### src/rtl/core/ist_pkg.sv
// shared types and constants of the interval set tracker
`timescale 1ns / 1ps
`default_nettype none
package ist_pkg;

  // fixed field widths of the item channels
  localparam int unsigned CMD_W      = 2;
  localparam int unsigned IN_COORD_W = 32;
  localparam int unsigned STATUS_W   = 2;

  // command codes
  localparam logic [CMD_W-1:0] CMD_ADD    = 2'd0;
  localparam logic [CMD_W-1:0] CMD_REMOVE = 2'd1;
  localparam logic [CMD_W-1:0] CMD_QUERY  = 2'd2;

  // status codes
  localparam logic [STATUS_W-1:0] ST_OK      = 2'd0;
  localparam logic [STATUS_W-1:0] ST_FULL    = 2'd1;
  localparam logic [STATUS_W-1:0] ST_INVALID = 2'd2;

  // flags that travel down the chain with the scan token
  typedef struct packed {
    logic act;
    logic hit;
    logic covered;
    logic span_hit;
    logic pend;
  } ist_ctl_t;

  // command context broadcast to every cell
  typedef struct packed {
    logic [CMD_W-1:0] cmd;
    logic             pass2;
    logic             full;
  } ist_bc_t;

endpackage
`default_nettype wire

### src/rtl/core/ist_cell.sv
// one interval slot of the chain, updated as the scan token passes
`timescale 1ns / 1ps
`default_nettype none
module ist_cell #(
  parameter int unsigned COORD_BITS = 32,
  parameter int unsigned CNT_W      = 7
) (
  input  logic                  clk_i,
  input  logic                  rst_ni,
  input  ist_pkg::ist_bc_t      bc_i,
  input  logic [COORD_BITS-1:0] lo_i,
  input  logic [COORD_BITS-1:0] hi_i,
  input  logic [COORD_BITS-1:0] wlo_i,
  input  logic [COORD_BITS-1:0] whi_i,
  input  ist_pkg::ist_ctl_t     ctl_i,
  input  logic [COORD_BITS-1:0] nlo_i,
  input  logic [COORD_BITS-1:0] nhi_i,
  input  logic [COORD_BITS-1:0] span_end_i,
  input  logic [CNT_W-1:0]      cnt_i,
  output ist_pkg::ist_ctl_t     ctl_o,
  output logic [COORD_BITS-1:0] nlo_o,
  output logic [COORD_BITS-1:0] nhi_o,
  output logic [COORD_BITS-1:0] span_end_o,
  output logic [CNT_W-1:0]      cnt_o
);
  import ist_pkg::*;

  logic                  v_q, v_d;
  logic [COORD_BITS-1:0] s_q, s_d, e_q, e_d;
  ist_ctl_t              ctl_q, ctl_d;
  logic [COORD_BITS-1:0] nlo_q, nlo_d, nhi_q, nhi_d, se_q, se_d;
  logic [CNT_W-1:0]      cnt_q, cnt_d;

  // slot update and accumulation while the token sits here
  always_comb begin
    v_d   = v_q;
    s_d   = s_q;
    e_d   = e_q;
    ctl_d = ctl_i;
    nlo_d = nlo_i;
    nhi_d = nhi_i;
    se_d  = span_end_i;
    cnt_d = cnt_i;
    if (ctl_i.act) begin
      if (!bc_i.pass2) begin
        case (bc_i.cmd)
          CMD_ADD: begin
            if (v_q && s_q <= hi_i && e_q >= lo_i) begin
              nlo_d     = (s_q < nlo_i) ? s_q : nlo_i;
              nhi_d     = (e_q > nhi_i) ? e_q : nhi_i;
              ctl_d.hit = 1'b1;
              v_d       = 1'b0;
            end
          end
          CMD_REMOVE: begin
            if (v_q && s_q < hi_i && e_q > lo_i) begin
              if (s_q < lo_i && e_q > hi_i) begin
                ctl_d.span_hit = 1'b1;
                se_d           = e_q;
                if (!bc_i.full) begin
                  e_d = lo_i;
                end
              end else if (s_q < lo_i) begin
                e_d = lo_i;
              end else if (e_q > hi_i) begin
                s_d = hi_i;
              end else begin
                v_d = 1'b0;
              end
            end
          end
          CMD_QUERY: begin
            if (v_q && s_q <= lo_i && e_q >= hi_i) begin
              ctl_d.covered = 1'b1;
            end
          end
          default: ;
        endcase
        cnt_d = cnt_i + CNT_W'(v_d);
      end else if (ctl_i.pend && !v_q) begin
        // first free slot takes the pending entry
        v_d        = 1'b1;
        s_d        = wlo_i;
        e_d        = whi_i;
        ctl_d.pend = 1'b0;
      end
    end
  end

  // control state
  always_ff @(posedge clk_i or negedge rst_ni) begin
    if (!rst_ni) begin
      v_q   <= 1'b0;
      ctl_q <= '0;
    end else begin
      v_q   <= v_d;
      ctl_q <= ctl_d;
    end
  end

  // payload
  always_ff @(posedge clk_i) begin
    s_q   <= s_d;
    e_q   <= e_d;
    nlo_q <= nlo_d;
    nhi_q <= nhi_d;
    se_q  <= se_d;
    cnt_q <= cnt_d;
  end

  assign ctl_o      = ctl_q;
  assign nlo_o      = nlo_q;
  assign nhi_o      = nhi_q;
  assign span_end_o = se_q;
  assign cnt_o      = cnt_q;

endmodule
`default_nettype wire

### config.mk
export PLATFORM = sky130hd
export DESIGN_NAME = ist_cell
export DESIGN_NICKNAME = d
export VERILOG_FILES = /design/src/rtl/core/ist_pkg.sv /design/src/rtl/core/ist_cell.sv
export SDC_FILE = /design/constraint.sdc
export NUM_CORES = 1
export LEC_CHECK = 0
export ABC_AREA = 1
export ABC_CLOCK_PERIOD_IN_PS = 4400
export BUFFER_PORTS_ARGS = -buffer_cell sky130_fd_sc_hd__buf_2
export CORE_MARGIN = 5
export CORE_UTILIZATION = 40
export DETAILED_ROUTE_END_ITERATION = 8
export SYNTH_ARGS = -nofsm -noshare
export SYNTH_HDL_FRONTEND = slang
export SYNTH_SLANG_ARGS = --single-unit
### constraint.sdc
create_clock -name clk_i -period 4.4 [get_ports clk_i]
set_clock_uncertainty 0.2 [all_clocks]
set_input_delay 0.44 -clock clk_i [delete_from_list [all_inputs] [get_ports clk_i]]
set_output_delay 0.44 -clock clk_i [all_outputs]
set_load 0.01 [all_outputs]
=== After elaboration in Yosys (flattened, before gate mapping) ===
Index checks and enable logic that the tools add are counted.

* Add/sub/neg operators: 1
* Multipliers: 0
* Divide/modulo/power cells: 0
* Order comparisons: 10
* Equality and inequality tests: 6
* Shift-type cells: 0
* Mux-type cells: 52
* Bitwise operators: 0
* Reduce and logical (&&, ||, !) cells: 17

{| class="wikitable"
|+ Operators with widths
! cell !! number
|-
| $mux W32 || 29
|-
| $gt A32 B32 Y1 || 3
|-
| $lt A32 B32 Y1 || 3
|-
| $ge A32 B32 Y1 || 2
|-
| $le A32 B32 Y1 || 2
|-
| $mux W1 || 18
|-
| $mux W7 || 2
|-
| $logic_and A1 B1 Y1 || 8
|-
| $add A7 B1 Y7 || 1
|-
| $reduce_and A7 Y1 || 1
|-
| $reduce_and A6 Y1 || 1
|-
| $reduce_bool A2 Y1 || 3
|-
| $mux W4 || 1
|-
| $ne A2 B2 Y1 const B || 2
|-
| $mux W3 || 1
|-
| $ne A3 B3 Y1 const B || 1
|-
| $reduce_bool A3 Y1 || 1
|-
| $eq A2 B1 Y1 const B || 1
|-
| $eq A2 B2 Y1 const B || 1
|-
| $logic_not A2 Y1 || 1
|-
| $ne A2 B1 Y1 const B || 1
|-
| $pmux W1 S2 || 1
|-
| $reduce_and A2 Y1 || 1
|-
| $logic_not A1 Y1 || 1
|}

* Register bits after elaboration: 173
* Bits in latches: 0
* Bits in writable memories: 0
* Memory bits (read-only): 0
* Input bits: 242
* Output and inout port bits: 108
* Word-level logic and storage cells: 98
* Memories: 0

=== Longest topological paths before layout ===
* Word-level depth: 11
* Gate-level depth with buffers: 23
* Gate-level depth less buffers: 23

=== Worst setup path after synthesis ===
Ideal clock, no wire load.

* Path type: input -> register
* From: input hi_i[29]
* To: register e_q[0] (enable)
* Library setup time: 432 ps
* Data arrival time: 3197 ps
* Data required time: 3768 ps
* Setup slack: 571 ps
* Stages on the path: 11
* Buffers on the path: 0
* Path through: inv_1 -> ha_1 -> a21oi_1 -> nor2_1 -> nor3_1 -> nand2_1 -> a21oi_1 -> nand3_1 -> nor2_2 -> nand3_1 -> a21oi_1

* Longest elaborated chain between the ends: 5
* Elaborated cells between the ends (all ways): 9
* Those cells by class: order compare: 2; eq/ne: 1; reduce/logical: 6

{| class="wikitable"
|+ Ends and longest elaborated chain
! item !! line !! text
|-
| start: declaration || ist_cell.sv:12 || <nowiki>input logic [COORD_BITS-1:0] hi_i,</nowiki>
|-
| $lt A32 B32 Y1 || ist_cell.sv:56 || <nowiki>if (v_q && s_q < hi_i && e_q > lo_i) begin</nowiki>
|-
| $logic_and A1 B1 Y1 (2 in series) || ist_cell.sv:56 ||
|-
| $reduce_bool A2 Y1 (no line) || n/a ||
|-
| $reduce_and A6 Y1 (no line) (*) || n/a ||
|-
| end signal: assignment || ist_cell.sv:104 || <nowiki>e_q <= e_d;</nowiki>
|-
| end: declaration || ist_cell.sv:29 || <nowiki>logic [COORD_BITS-1:0] s_q, s_d, e_q, e_d;</nowiki>
|}

Every way passes the cells marked *; elsewhere a longest branch is shown, timed or not.
A chain may end at the register's enable or synchronous reset.

=== Final worst setup path ===
* From: register s_q[27]
* To: register se_q[27] (netlist: span_end_o[27])

* Longest elaborated chain between the ends: 7
* Elaborated cells between the ends (all ways): 10
* Those cells by class: order compare: 2; mux: 5; reduce/logical: 3

{| class="wikitable"
|+ Ends and longest elaborated chain
! item !! line !! text
|-
| start: declaration || ist_cell.sv:29 ||
|-
| start signal: assignment || ist_cell.sv:103 || <nowiki>s_q <= s_d;</nowiki>
|-
| $lt A32 B32 Y1, on equally long branches || ist_cell.sv:57, ist_cell.sv:56 ||
|-
| $logic_and A1 B1 Y1, on equally long branches || ist_cell.sv:57, ist_cell.sv:56 ||
|-
| $mux W32 / $logic_and A1 B1 Y1 (equally long branches) || ist_cell.sv:57, ist_cell.sv:56 ||
|-
| $mux W32 (*) || ist_cell.sv:56 ||
|-
| $mux W32 (*) || ist_cell.sv:46 || <nowiki>case (bc_i.cmd)</nowiki>
|-
| $mux W32 (*) || ist_cell.sv:45 || <nowiki>if (!bc_i.pass2) begin</nowiki>
|-
| $mux W32 (*) || ist_cell.sv:44 || <nowiki>if (ctl_i.act) begin</nowiki>
|-
| net se_d[27] || ist_cell.sv:31 || <nowiki>logic [COORD_BITS-1:0] nlo_q, nlo_d, nhi_q, nhi_d, se_q, se_d;</nowiki>
|-
| end signal: assignment || ist_cell.sv:107 || <nowiki>se_q <= se_d;</nowiki>
|-
| end: declaration || ist_cell.sv:31 ||
|}

The timed path passes the listed nets; every way through them passes the cells marked *.

==> qor.json <==
{
  "outcome": {
    "run_status": "finished clean"
  },
  "min_path": {
    "hp-class": "in -> reg",
    "holdCritStartpoint": "span_end_i[15]",
    "min_delay_path_depth": 3
  },
  "routing": {
    "detail_route.wirelength_um": 35740,
    "drc": 0,
    "post_drt_wl_per_cell_um": 16.73,
    "viasPerCell": 4.925,
    "postRouteAntennaNets": 0,
    "drt_iter0_drc": 455,
    "drt-pass1-iter-count": 5,
    "vias": 10520
  },
  "yosys": {
    "synth_cells": 1393,
    "combined_area_of_all_synthesized_cells_um2": 11290,
    "yosys.cell_types.count": 40,
    "postSynth.topFlopCell": "sky130_fd_sc_hd__dfxtp_1",
    "synth-edff-count": 64,
    "synth-seq-cells": 173,
    "synth_area_per_cell_um2": 8.105,
    "yosysSeqAreaShare": 0.3661,
    "syn-num-nets": 1828,
    "async_flop_share": 0.03468,
    "ys_warn_count": 0
  },
  "sta": {
    "finalSetupTns_ns": 0,
    "rsz0062_at_grt": "false",
    "min_period_over_period": 0.7645,
    "setup_viol_count_final": 0,
    "finalHoldViolCount": 0,
    "timing.slew.headroom": 0.4369,
    "final.min_clock_period_ns": 3.364,
    "max_freq_ghz": 0.2973,
    "tightest_slew_ns": 0.8446,
    "slew_violations": 0
  },
  "worst_setup_path": {
    "worst-path-max-fanout": 28,
    "critPathMostFrequentCell": "sky130_fd_sc_hd__nand2_1",
    "criticalPathCategory": "reg -> reg",
    "cp.arrival_ns": 3.47,
    "critPathLaunch": "s_q[27]",
    "r2r-start": "s_q[27]",
    "worstPathCellList": "ha_1 -> a21oi_1 -> o21ai_0 -> nand2_1 -> nand2_1 -> a21oi_1 -> nand3_1 -> nor2_2 -> nand4_1 -> buf_4 -> nand2_1 -> o21ai_0",
    "kind_of_start_point_of_the_critical_path": "flip-flop",
    "r2r.worst_path.cells": 12,
    "worst_path_cell_with_the_longest_stage_delay": "sky130_fd_sc_hd__nand4_1",
    "timing.critical_path.to_type": "flip-flop",
    "critical_path_required_ns": 4.51,
    "critPathMaxStageDelay_ns": 0.54
  },
  "die": {
    "total_core_area_um2": 27860,
    "placementRows": 61,
    "effective_utilization_at_floorplan": 0.4053,
    "dieWidth_um": 178.0,
    "io_pins": 350,
    "design.die.area_um2": 31690,
    "floorplan_die_height_um": 178.0
  },
  "global_route": {
    "gr-total-overflow": 0,
    "grt_max_degree": 97,
    "grt_pass1_wl_um": 53850,
    "antenna_found_initial": 5,
    "global_router_s_overall_resource_usage": 0.2198,
    "grt_pass1_vias": 10190
  },
  "finish": {
    "finalNetCount": 2179,
    "final-seq-area_um2": 4134,
    "area_growth_pct": 24.90,
    "multi_input_comb_area_um2": 6167,
    "share_of_cells_above_drive_strength_1": 0.2464,
    "n_fill_cell": 2751
  },
  "clocking": {
    "clock_insertion_delay_worst_skew_ns": 0.43,
    "tritoncts": "yes",
    "clock_sinks": 173,
    "clkTransAtPathRegs_ns": 0.08,
    "htree_num_levels": 4,
    "clockBufferDepth": 2,
    "cts-root-buf": "sky130_fd_sc_hd__clkbuf_16",
    "cts_buffers": 17,
    "post_cts_resized": 0
  },
  "pwr": {
    "pwr-share-comb": 0.196,
    "seq_pwr_share": 0.436,
    "power.clock.fraction": 0.368,
    "total_power_w": 0.004195,
    "power.leakage_nw": 7.644,
    "power-per-cell-area_nw_per_um2": 297.5,
    "vdd.ir_drop.worst_mv": 0.2287,
    "switchingPower_w": 0.001324,
    "p_int_w": 0.002871,
    "power_switching_share": 0.3156
  },
  "flow_run": {
    "max-cap-violations": 0
  },
  "placed_design": {
    "portBuffers": 349,
    "finalWeightedCongestion": 0.8949,
    "dp_hpwl_um": 29280
  }
}
worst paths after layout:
| path | to | slack, ns |
|---|---|---|
| max reg2reg | span_end_o[27] | 1.04 |
| min | span_end_o[15] | 0.02 |
| min in group asynchronous | ctl_o[1] | 0.19 |
| max | span_end_o[27] | 1.04 |
| min reg2reg | v_q | 0.35 |
| max in group asynchronous | ctl_o[3] | 3.63 |
registers in the layout, summed over array words and instances, names as in the netlist:
| name | count |
|---|---|
| nlo_o | 32 |
| e_q | 32 |
| cnt_o | 7 |
| s_q | 32 |
| v_q | 1 |
| nhi_o | 32 |
| ctl_o | 5 |
| span_end_o | 32 |
layer usage:
layer / share of wire / GRT usage
met3: 0.066 / 0.03730
met2: 0.44 / 0.3459
met5: 0.0012 / 0
met1: 0.47 / 0.3113
met4: 0.019 / 0.06316
area by class of cell:
class	count	share of cell area
Inverter	211	0.05616
Tap cell	378	0.03354
Sequential cell	173	0.2931
Multi-Input combinational cell	970	0.4373
Timing Repair Buffer	371	0.1389
Antenna cell	1	0.0001774
Clock buffer	18	0.03043
Clock inverter	14	0.01029
cell families (layout without fill, tap and decap cells):
kind of cell,Yosys count,after routing,synth area share
buffers and inverters,250,614,0.09020
adders and majority gates,193,193,0.2139
DFF,173,173,0.3661
AOI/OAI and AO/OA,271,271,0.1354
other,0,1,0
and+or+nand+nor,501,501,0.1905
xor gates and xnor gates,5,5,0.003878
metrics by stage:
stage | hold slack (ns) | setup WS, ns | util | cells | instance area (um^2)
after floorplan | -0.05559 | 0.5713 | - | 1393 | 11290
after global placement | 0.09271 | 0.8410 | 0.4808 | 2090 | 13400
after detailed placement | 0.09545 | 0.8655 | 0.4808 | 2090 | 13400
after CTS | 0.0004598 | 1.019 | 0.5061 | 2135 | 14100
after global routing | 0.004305 | 0.7259 | 0.5061 | 2135 | 14100
final | 0.01577 | 1.036 | 0.5062 | 2136 | 14100
synth_stat cells (2+ instances only):
library cell                 n  area [um^2]
sky130_fd_sc_hd__nand2_1   365         1370
sky130_fd_sc_hd__inv_1     211        792.0
sky130_fd_sc_hd__ha_1      193         2415
sky130_fd_sc_hd__dfxtp_1   103         2062
sky130_fd_sc_hd__a21oi_1    97        485.5
sky130_fd_sc_hd__o21ai_0    91        455.4
sky130_fd_sc_hd__edfxtp_1   64         1922
sky130_fd_sc_hd__nand4_1    53        331.6
sky130_fd_sc_hd__nor2_1     36        135.1
sky130_fd_sc_hd__o21ai_2    30        262.8
sky130_fd_sc_hd__o21ai_1    27        135.1
sky130_fd_sc_hd__clkbuf_1   20        75.07
sky130_fd_sc_hd__nand3_1    15        75.07
sky130_fd_sc_hd__nor3_1     13        65.06
sky130_fd_sc_hd__buf_6       8        90.09
sky130_fd_sc_hd__o21a_1      8        60.06
sky130_fd_sc_hd__buf_2       7        35.03
sky130_fd_sc_hd__dfrtp_1     6        150.1
sky130_fd_sc_hd__o21bai_1    6        45.04
sky130_fd_sc_hd__a31oi_1     5        31.28
sky130_fd_sc_hd__nand3b_1    4        30.03
sky130_fd_sc_hd__xor2_1      4        35.03
sky130_fd_sc_hd__buf_4       3        22.52
sky130_fd_sc_hd__o211ai_1    3        22.52
sky130_fd_sc_hd__a21o_1      2        15.01
sky130_fd_sc_hd__and3_1      2        12.51
sky130_fd_sc_hd__nand3_2     2        20.02
sky130_fd_sc_hd__nor2_2      2        12.51
sky130_fd_sc_hd__nor4_1      2        12.51
power by group through the flow:
stage | Clock (W) | Combinational (W) | Sequential [W]
after floorplan | 0 | 0.000456 | 0.00187
after global placement | 0 | 0.000797 | 0.00186
after detailed placement | 0 | 0.000813 | 0.00186
after CTS | 0.00157 | 0.000828 | 0.00183
after global routing | 0.00164 | 0.000943 | 0.00184
final | 0.00155 | 0.000822 | 0.00183
critical path: cells and delay by family (launching register included):
kind / cells / cell delay (ns)
compound gates: 4 / 0.66
fa+ha+maj: 1 / 0.33
buf+inv: 1 / 0.46
flops: 1 / 0.49
simple gates: 6 / 1.08
what timing repair did:
item	in CTS	in global routing
buffers inserted	0	0
hold buffers	13	0
endpoints found under the setup margin	0	0
hold endpoints to repair	18	0
placed cells by master, fill, tap and decap left out, drive strengths merged, types with 3 or more instances in the layout:
master / count
nand2: 366
buf: 358
inv: 221
ha: 193
o21ai: 148
dfxtp: 103
a21oi: 97
edfxtp: 64
nand4: 53
nor2: 39
clkbuf: 18
nand3: 18
nor3: 14
dlygate4sd3: 13
o21a: 8
o21bai: 6
dfrtp: 6
a31oi: 5
nand3b: 4
xor2: 4
clkinv: 4
o211ai: 3
nor4: 3
Power figures use the tool's default switching activity.
